[src/hw/rtl/assert_macros.svh]
// assertion helpers included by the band attenuation rtl
`ifndef ASSERT_MACROS_SVH
`define ASSERT_MACROS_SVH

// checked on every rising edge outside reset
`define SBA_ASSERT(lbl, prop, msg) \
  lbl: assert property (@(posedge clk) disable iff (!rst_n) prop) else $error(msg);

// checked on every rising edge, reset included
`define SBA_ASSERT_ALWAYS(lbl, prop, msg) \
  lbl: assert property (@(posedge clk) prop) else $error(msg);

`endif

[src/hw/rtl/sba_pkg.sv]
package sba_pkg;

  // fixed field widths
  localparam int POS_W = 18;
  localparam int LVL_W = 17;
  localparam int PNT_W = 21;
  localparam int IDX_W = 3;
  localparam int TDATA_W = 24;

  // default fraction bits
  localparam int FRAC_BITS_DEF = 16;

  // register indexes
  localparam logic [IDX_W-1:0] REG_CENTRE  = 3'd0;
  localparam logic [IDX_W-1:0] REG_HALF    = 3'd1;
  localparam logic [IDX_W-1:0] REG_RAMP    = 3'd2;
  localparam logic [IDX_W-1:0] REG_INSIDE  = 3'd3;
  localparam logic [IDX_W-1:0] REG_OUTSIDE = 3'd4;

  // register reset values
  localparam logic signed [POS_W-1:0] CENTRE_RST  = 18'sd65536;
  localparam logic [POS_W-1:0]        HALF_RST    = 18'd0;
  localparam logic [POS_W-1:0]        RAMP_RST    = 18'd65536;
  localparam logic [LVL_W-1:0]        INSIDE_RST  = 17'd65536;
  localparam logic [LVL_W-1:0]        OUTSIDE_RST = 17'd0;

  // where a sample falls relative to the four breakpoints
  typedef enum logic [1:0] {
    RG_OUT,
    RG_RISE,
    RG_IN,
    RG_FALL
  } region_t;

endpackage

[src/hw/rtl/smoothstep_band_attenuation.sv]
// Smoothstep band attenuation: maps one signed normal component to an
// attenuation level through a trapezoid window with smoothstep ramps.
// Channels: in_ stream carries normal_component, out_ stream carries
// attenuation, cfg_ writes one of five registers (centre, plateau half
// width, ramp width, inside level, outside level); cfg_ready is always high.
// Throughput: one item per clock while the skid register is empty. The divide
// of the ramp distance by the ramp width is a pipelined restoring divider, one
// quotient bit per stage, followed by three multiply stages and a final add.
// Pipeline order: stage a, stage b, the divider stages, stages m1, m2 and m3,
// then the output register.
// Reset: synchronous active-low rst_n empties the pipeline and the output
// skid register and loads the register reset values.
// Stall: when out_tready is low the pending result moves into a skid register
// and the pipeline still advances in that cycle; with the skid register full
// the whole pipeline holds and in_tready drops. Nothing is dropped or repeated.
// The user must write registers only while no item is in flight; not enforced.
`include "assert_macros.svh"

module smoothstep_band_attenuation
  import sba_pkg::*;
#(
  parameter int FRAC_BITS = FRAC_BITS_DEF
) (
  input  logic               clk,
  input  logic               rst_n,
  // input stream
  input  logic               in_tvalid,
  output logic               in_tready,
  input  logic [TDATA_W-1:0] in_tdata,   // [17:0] normal_component
  // result stream
  output logic               out_tvalid,
  input  logic               out_tready,
  output logic [TDATA_W-1:0] out_tdata,  // [16:0] attenuation
  // register writes
  input  logic               cfg_valid,
  output logic               cfg_ready,
  input  logic [IDX_W-1:0]   cfg_index,
  input  logic [POS_W-1:0]   cfg_data
);

  localparam int F      = FRAC_BITS;
  localparam int NW     = POS_W + F + 1;
  localparam int ST_B   = 1;
  localparam int ST_D0  = 2;
  localparam int ST_M1  = F + 3;
  localparam int ST_M2  = F + 4;
  localparam int ST_M3  = F + 5;
  localparam int ST_O   = F + 6;
  localparam int NST    = F + 7;
  localparam int unsigned HALF = 2 ** (F - 1);
  localparam logic [F:0]   ONE       = (F + 1)'(2 ** F);
  localparam logic [F+1:0] THREE_ONE = (F + 2)'(3 * (2 ** F));

  // configuration registers
  logic signed [POS_W-1:0] centre_r;
  logic [POS_W-1:0]        half_r;
  logic [POS_W-1:0]        ramp_r;
  logic [LVL_W-1:0]        inside_r;
  logic [LVL_W-1:0]        outside_r;

  assign cfg_ready = 1'b1;

  always_ff @(posedge clk) begin
    if (!rst_n) begin
      centre_r  <= CENTRE_RST;
      half_r    <= HALF_RST;
      ramp_r    <= RAMP_RST;
      inside_r  <= INSIDE_RST;
      outside_r <= OUTSIDE_RST;
    end else if (cfg_valid) begin
      case (cfg_index)
        REG_CENTRE:  centre_r  <= cfg_data;
        REG_HALF:    half_r    <= cfg_data;
        REG_RAMP:    ramp_r    <= cfg_data;
        REG_INSIDE:  inside_r  <= cfg_data[LVL_W-1:0];
        REG_OUTSIDE: outside_r <= cfg_data[LVL_W-1:0];
        default: ;
      endcase
    end
  end

  // pipeline control: all stages move together while the skid register is free
  logic             en;
  logic [NST-1:0]   vld_r;
  logic             skid_full_r;
  logic [LVL_W-1:0] skid_att_r;
  logic [LVL_W-1:0] o_att_r;

  assign en        = !skid_full_r;
  assign in_tready = en;

  always_ff @(posedge clk) begin
    if (!rst_n) begin
      vld_r <= '0;
    end else if (en) begin
      vld_r <= {vld_r[NST-2:0], in_tvalid};
    end
  end

  // breakpoints, exact in 21 bits
  logic signed [PNT_W-1:0] c_x, s_x, r_x, v_x;
  logic signed [PNT_W-1:0] p1, p2, p3, p4;
  logic signed [PNT_W-1:0] d_rise, d_fall;

  assign c_x = {{(PNT_W - POS_W){centre_r[POS_W-1]}}, centre_r};
  assign s_x = {{(PNT_W - POS_W){1'b0}}, half_r};
  assign r_x = {{(PNT_W - POS_W){1'b0}}, ramp_r};
  assign v_x = {{(PNT_W - POS_W){in_tdata[POS_W-1]}}, in_tdata[POS_W-1:0]};
  assign p2  = c_x - s_x;
  assign p1  = p2 - r_x;
  assign p3  = c_x + s_x;
  assign p4  = p3 + r_x;
  assign d_rise = v_x - p1;
  assign d_fall = v_x - p3;

  // stage a: classify the sample and take its distance into the ramp
  region_t          rg_a;
  logic [POS_W-1:0] d_a;
  region_t          rg_r [ST_M3+1];
  logic [POS_W-1:0] d_a_r;

  always_comb begin
    rg_a = RG_OUT;
    d_a  = d_rise[POS_W-1:0];
    if (v_x <= p1) begin
      rg_a = RG_OUT;
    end else if (v_x <= p2) begin
      rg_a = RG_RISE;
    end else if (v_x <= p3) begin
      rg_a = RG_IN;
    end else if (v_x <= p4) begin
      rg_a = RG_FALL;
      d_a  = d_fall[POS_W-1:0];
    end
  end

  always_ff @(posedge clk) begin
    if (en) begin
      rg_r[0] <= rg_a;
      d_a_r   <= d_a;
      for (int k = 1; k <= ST_M3; k++) begin
        rg_r[k] <= rg_r[k-1];
      end
    end
  end

  // stage b: dividend d * 2^F + r/2, split into first remainder and low bits
  logic [NW-1:0]    num_b;
  logic [POS_W-1:0] rem_b_r;
  logic [F:0]       qn_b_r;

  assign num_b = {1'b0, d_a_r, {F{1'b0}}} + NW'(ramp_r >> 1);

  always_ff @(posedge clk) begin
    if (en) begin
      rem_b_r <= num_b[NW-1:F+1];
      qn_b_r  <= num_b[F:0];
    end
  end

  // divider: one quotient bit per stage, dividend bits shift out as quotient shifts in
  logic [POS_W-1:0] rem_in [F+1];
  logic [F:0]       qn_in  [F+1];
  logic [POS_W-1:0] rem_r  [F+1];
  logic [F:0]       qn_r   [F+1];

  for (genvar j = 0; j <= F; j++) begin : g_div
    logic [POS_W:0] trial;
    logic [POS_W:0] diff;
    logic           ge;

    if (j == 0) begin : g_first
      assign rem_in[j] = rem_b_r;
      assign qn_in[j]  = qn_b_r;
    end else begin : g_next
      assign rem_in[j] = rem_r[j-1];
      assign qn_in[j]  = qn_r[j-1];
    end

    assign trial = {rem_in[j], qn_in[j][F]};
    assign diff  = trial - {1'b0, ramp_r};
    assign ge    = trial >= {1'b0, ramp_r};

    always_ff @(posedge clk) begin
      if (en) begin
        rem_r[j] <= ge ? diff[POS_W-1:0] : trial[POS_W-1:0];
        qn_r[j]  <= {qn_in[j][F-1:0], ge};
      end
    end
  end

  // stage m1: u squared and the 3 - 2u factor
  logic [F:0]       uq;
  logic [2*F+1:0]   sq_full;
  logic [F:0]       sq_r;
  logic [F+1:0]     t_r;

  assign uq      = qn_r[F];
  assign sq_full = {{(F + 1){1'b0}}, uq} * {{(F + 1){1'b0}}, uq} + (2 * F + 2)'(HALF);

  always_ff @(posedge clk) begin
    if (en) begin
      sq_r <= sq_full[2*F:F];
      t_r  <= THREE_ONE - {uq, 1'b0};
    end
  end

  // stage m2: smoothstep weight, clamped to one
  logic [2*F+2:0] h_full;
  logic [F+2:0]   h_raw;
  logic [F:0]     h_r;

  assign h_full = {{(F + 2){1'b0}}, sq_r} * {{(F + 1){1'b0}}, t_r} + (2 * F + 3)'(HALF);
  assign h_raw  = h_full[2*F+2:F];

  always_ff @(posedge clk) begin
    if (en) begin
      h_r <= (h_raw > (F + 3)'(ONE)) ? ONE : h_raw[F:0];
    end
  end

  // stage m3: pick start and end levels, scale their gap by the weight
  logic [LVL_W-1:0]   lv_a, lv_b, dif;
  logic [F:0]         hw;
  logic               up;
  logic [LVL_W+F:0]   prod;
  logic [LVL_W-1:0]   a_r;
  logic [LVL_W-1:0]   delta_r;
  logic               up_r;

  always_comb begin
    lv_a = outside_r;
    lv_b = outside_r;
    hw   = '0;
    case (rg_r[ST_M2])
      RG_RISE: begin
        lv_a = outside_r;
        lv_b = inside_r;
        hw   = h_r;
      end
      RG_IN: begin
        lv_a = inside_r;
        lv_b = inside_r;
      end
      RG_FALL: begin
        lv_a = inside_r;
        lv_b = outside_r;
        hw   = h_r;
      end
      default: begin
        lv_a = outside_r;
        lv_b = outside_r;
      end
    endcase
    up   = lv_b >= lv_a;
    dif  = up ? (lv_b - lv_a) : (lv_a - lv_b);
    prod = {{(F + 1){1'b0}}, dif} * {{LVL_W{1'b0}}, hw} + (LVL_W + F + 1)'(HALF);
  end

  always_ff @(posedge clk) begin
    if (en) begin
      a_r     <= lv_a;
      delta_r <= prod[LVL_W+F-1:F];
      up_r    <= up;
    end
  end

  // output stage: move the start level by the rounded step
  always_ff @(posedge clk) begin
    if (en) begin
      o_att_r <= up_r ? (a_r + delta_r) : (a_r - delta_r);
    end
  end

  // skid register catches the result that the receiver did not take
  always_ff @(posedge clk) begin
    if (!rst_n) begin
      skid_full_r <= 1'b0;
    end else if (skid_full_r) begin
      if (out_tready) begin
        skid_full_r <= 1'b0;
      end
    end else if (vld_r[ST_O] && !out_tready) begin
      skid_full_r <= 1'b1;
    end
  end

  always_ff @(posedge clk) begin
    if (!skid_full_r) begin
      skid_att_r <= o_att_r;
    end
  end

  assign out_tvalid = skid_full_r || vld_r[ST_O];
  assign out_tdata  = {{(TDATA_W - LVL_W){1'b0}}, (skid_full_r ? skid_att_r : o_att_r)};

  // checks
  `SBA_ASSERT_ALWAYS(a_reset_empties, !rst_n |=> (vld_r == '0) && !skid_full_r, "reset left items in flight")
  `SBA_ASSERT(a_flat_no_step, vld_r[ST_M3] && (rg_r[ST_M3] == RG_OUT || rg_r[ST_M3] == RG_IN) |-> delta_r == '0, "flat region got a ramp step")
  `SBA_ASSERT(a_skid_holds, skid_full_r && !out_tready |=> skid_full_r && $stable(skid_att_r), "skid result lost while stalled")
  `SBA_ASSERT(a_skid_source, $rose(skid_full_r) |-> $past(vld_r[ST_O] && !out_tready), "skid filled without a stalled result")

endmodule

[config.mk]
export PLATFORM = sky130hd
export DESIGN_NAME = smoothstep_band_attenuation
export DESIGN_NICKNAME = d
export VERILOG_FILES = /design/src/hw/rtl/sba_pkg.sv /design/src/hw/rtl/smoothstep_band_attenuation.sv
export VERILOG_INCLUDE_DIRS = /design/src /design/src/hw/rtl
export SDC_FILE = /design/constraint.sdc
export NUM_CORES = 2
export LEC_CHECK = 0
export CORE_ASPECT_RATIO = 1.5
export CORE_UTILIZATION = 60
export DETAILED_ROUTE_END_ITERATION = 10
export DONT_BUFFER_PORTS = 1
export PLACE_DENSITY = 0.76
export SLEW_MARGIN = 20
export SYNTH_ARGS = -nofsm -noshare
export SYNTH_HDL_FRONTEND = slang
export SYNTH_SLANG_ARGS = --single-unit
[constraint.sdc]
create_clock -name clk -period 36.9 [get_ports clk]
set_input_delay 0 -clock clk [delete_from_list [all_inputs] [get_ports clk]]
set_output_delay 0 -clock clk [all_outputs]
set_load 0.05 [all_outputs]
==> run summary <==
Worst setup path startpoint = rg_r[2][9]
Startpoint Class = flip-flop
Async SR Flop Fraction = 0%
Outcome = complete, no violations
CTS max path bufs = 3
Post-Place Cells = 9398
WL/cell = 19.7 microns
Std cell rows = 163
Mapped Avg Cell Area = 10.2 sq um
Crit path top cell by count = fa_1
Syn-to-layout area delta = 6.74%
Mapped Area = 79700 sq um
Layout Nets = 9380
WS Path Type = flip-flop to flip-flop
Initial cell density of the core = 60.5%
Final period utilization = 31.6%
Largest net degree at the start of global routing = 181
Predominant post-synthesis flop cell = edfxtp_1
Final setup viols = 0
Critical Path RT = 37.34 ns
Post-CTS resize count = 0
Vias/cell = 5.86
Setup_tns = 0 ns
Die area = 134000 sq um
Routed Antenna Nets = 0
HP Start = cfg_index[0]
Ys Warns = 0
Place WS = 25.06 ns
RSZ-0062 raised after global routing = false
Worst slew pin tran = 1.09 ns
Synthesis-stage register bit count = 904
CTS Buf Count = 88
Synth Instances = 7810
Hold Path Class = input pin to flip-flop
H-tree depth = 3
Critical Path Sink Type = flip-flop
GR Util met3 = 3.41%
Post-synth EDFFs = 775
DR iter-0 viols = 3240
Worst reg2reg startpoint = rg_r[2][9]
Layout filler cell count = 10500
Gr usage total = 28.6%
Clk_lat worst skew = 0.71 ns
Vias in the first global route = 59600
PortBufs = 0
DRC violations left = 0
Fraction of layout cells with a size suffix above 1 = 5.96%
Slew HR = 27.2%
Number of hold buffers added after CTS = 51
Post-Layout Cell Count = 9618
MaxCap Viol Count = 0
Met2 usage = 54.2%
Postcts setup bufs = 0
Busiest grt layer = met2
# IOs = 77
HPWL after DPL = 145000 microns
Clock sink count = 904
Final min period = 11.65 ns
Fin util = 64.6%
Reg clk slew, reported paths = 0.07 ns
TritonCTS clock tree = built
Met1 capacity usage during global routing = 29.2%
Crit-path max FO = 17
Crit path DAT = 12.08 ns
Remaining global-route overflow = 0
Netlist cell types = 100
Final worst setup slack = 25.25 ns
Die Wd = 300 microns
Fmax = 85.9 MHz
Slew Viols, Final = 0
Final wirelength = 189000 microns
First-pass GRT wire length = 303000 microns
Core area = 132000 sq um
Drt first pass iters = 5
Sequential fraction of the synthesis area = 32.4%
Routability congestion estimate from global placement = 0.924
Die H = 448 microns
Initial antenna violation count = 4
Fin. Hold Viols = 0
Slowest CP cell = ha_1
Via count = 56400
Final Skew = 0.0510 ns
CTS Root Cell = clkbuf_16
CP peak stage delay = 0.80 ns
-- path summary, 6_finish.rpt --
path                  end  slack (ns)  cells after the start
max           delta_r[16]       25.25                     34
min           centre_r[1]        0.03                      4
max reg2reg   delta_r[16]       25.25                     34
min reg2reg  qn_r[0][245]        0.38                      0
-- flip-flops by register name, summed over array words and instances, names as in the netlist, 18 cells and up --
| signal | count |
|---|---|
| rem_r | 288 |
| d_a_r | 18 |
| vld_r | 23 |
| qn_r | 289 |
| rg_r | 42 |
| half_r | 18 |
| ramp_r | 18 |
| rem_b_r | 18 |
| centre_r | 18 |
-- synthesized netlist by cell type (all sizes together), types with 29 or more instances --
library cell / n / area share, %
a211oi: 29 / 0.28
a21boi: 130 / 1.2
a21o: 137 / 1.3
a21oi: 343 / 2.2
a31oi: 32 / 0.28
and2: 204 / 1.6
and3: 52 / 0.41
buf: 41 / 0.30
clkbuf: 176 / 0.83
dfxtp: 129 / 3.2
edfxtp: 775 / 29
fa: 665 / 17
ha: 858 / 13
inv: 1093 / 5.1
mux2: 198 / 2.8
mux2i: 79 / 0.99
nand2: 788 / 3.7
nand2b: 87 / 0.68
nand3: 105 / 0.67
nand4: 77 / 0.60
nor2: 483 / 2.3
nor2b: 121 / 0.96
nor3: 97 / 0.61
o21a: 53 / 0.50
o21ai: 264 / 1.7
o21bai: 49 / 0.46
or3: 30 / 0.24
xnor2: 278 / 3.1
xor2: 158 / 1.7
-- critical path, delay by kind of cell, from the launching register on --
family | cells | cell delay [ns]
compound gates | 6 | 1.71
xor+xnor | 3 | 1.07
fa+ha+maj | 9 | 4.78
flops | 1 | 0.42
mux | 2 | 0.58
buf+inv | 5 | 0.65
simple gates | 9 | 2.12
-- stage by stage --
stage / area, sq um / hold slack (ns)
after global placement: 81600 / 0.0997
final: 85100 / 0.0343
after detailed placement: 81600 / 0.103
after floorplan: 79700 / 0.124
after CTS: 85100 / 0.00163
after global routing: 85100 / 0.0382
-- layout make-up --
type | instances | area [sq um] | share of cell area [%]
clock buffer | 108 | 2320 | 2.72
antenna | 3 | 7.51 | 0.00882
clock inverter | 58 | 634 | 0.745
multi-input combinational | 5596 | 48900 | 57.5
sequential | 904 | 25900 | 30.4
tap | 1732 | 2170 | 2.55
timing repair buffer | 118 | 1060 | 1.25
inverter | 1099 | 4130 | 4.86
-- kinds of logic (layout without fill, tap and decap cells) --
logic type	Yosys count	after routing	share of synthesized area [%]
muxes	277	277	3.79
AOI/OAI and AO/OA	1210	1210	9.83
xor gates and xnor gates	436	436	4.80
other	2	11	0.00942
DFF	904	904	32.4
and+or+nand+nor	2142	2142	12.7
adders and majority gates	1523	1523	30.2
buffers and inverters	1316	1383	6.30
-- cell usage in the layout, fill, tap and decap left out, types with 104 or more instances in the layout --
cell         n
nor2b_1    117
a21o_1     137
ha_1       858
edfxtp_1   775
a21boi_0   122
and2_1     203
inv_1     1091
mux2_2     185
nor2_1     478
fa_1       665
a21oi_1    342
nand2_1    786
xnor2_1    276
nand3_1    104
xor2_1     156
o21ai_0    234
dfxtp_1    127
-- routing by layer --
metal,up-vias,share of wire (%)
li1,26400,-
met1,27800,35
met2,1542,53
met3,645,4.4
met4,4,7.7
met5,-,0.013
Power is not shown: default switching activity piles up to over one toggle a cycle in this logic, so the estimate is an artifact.
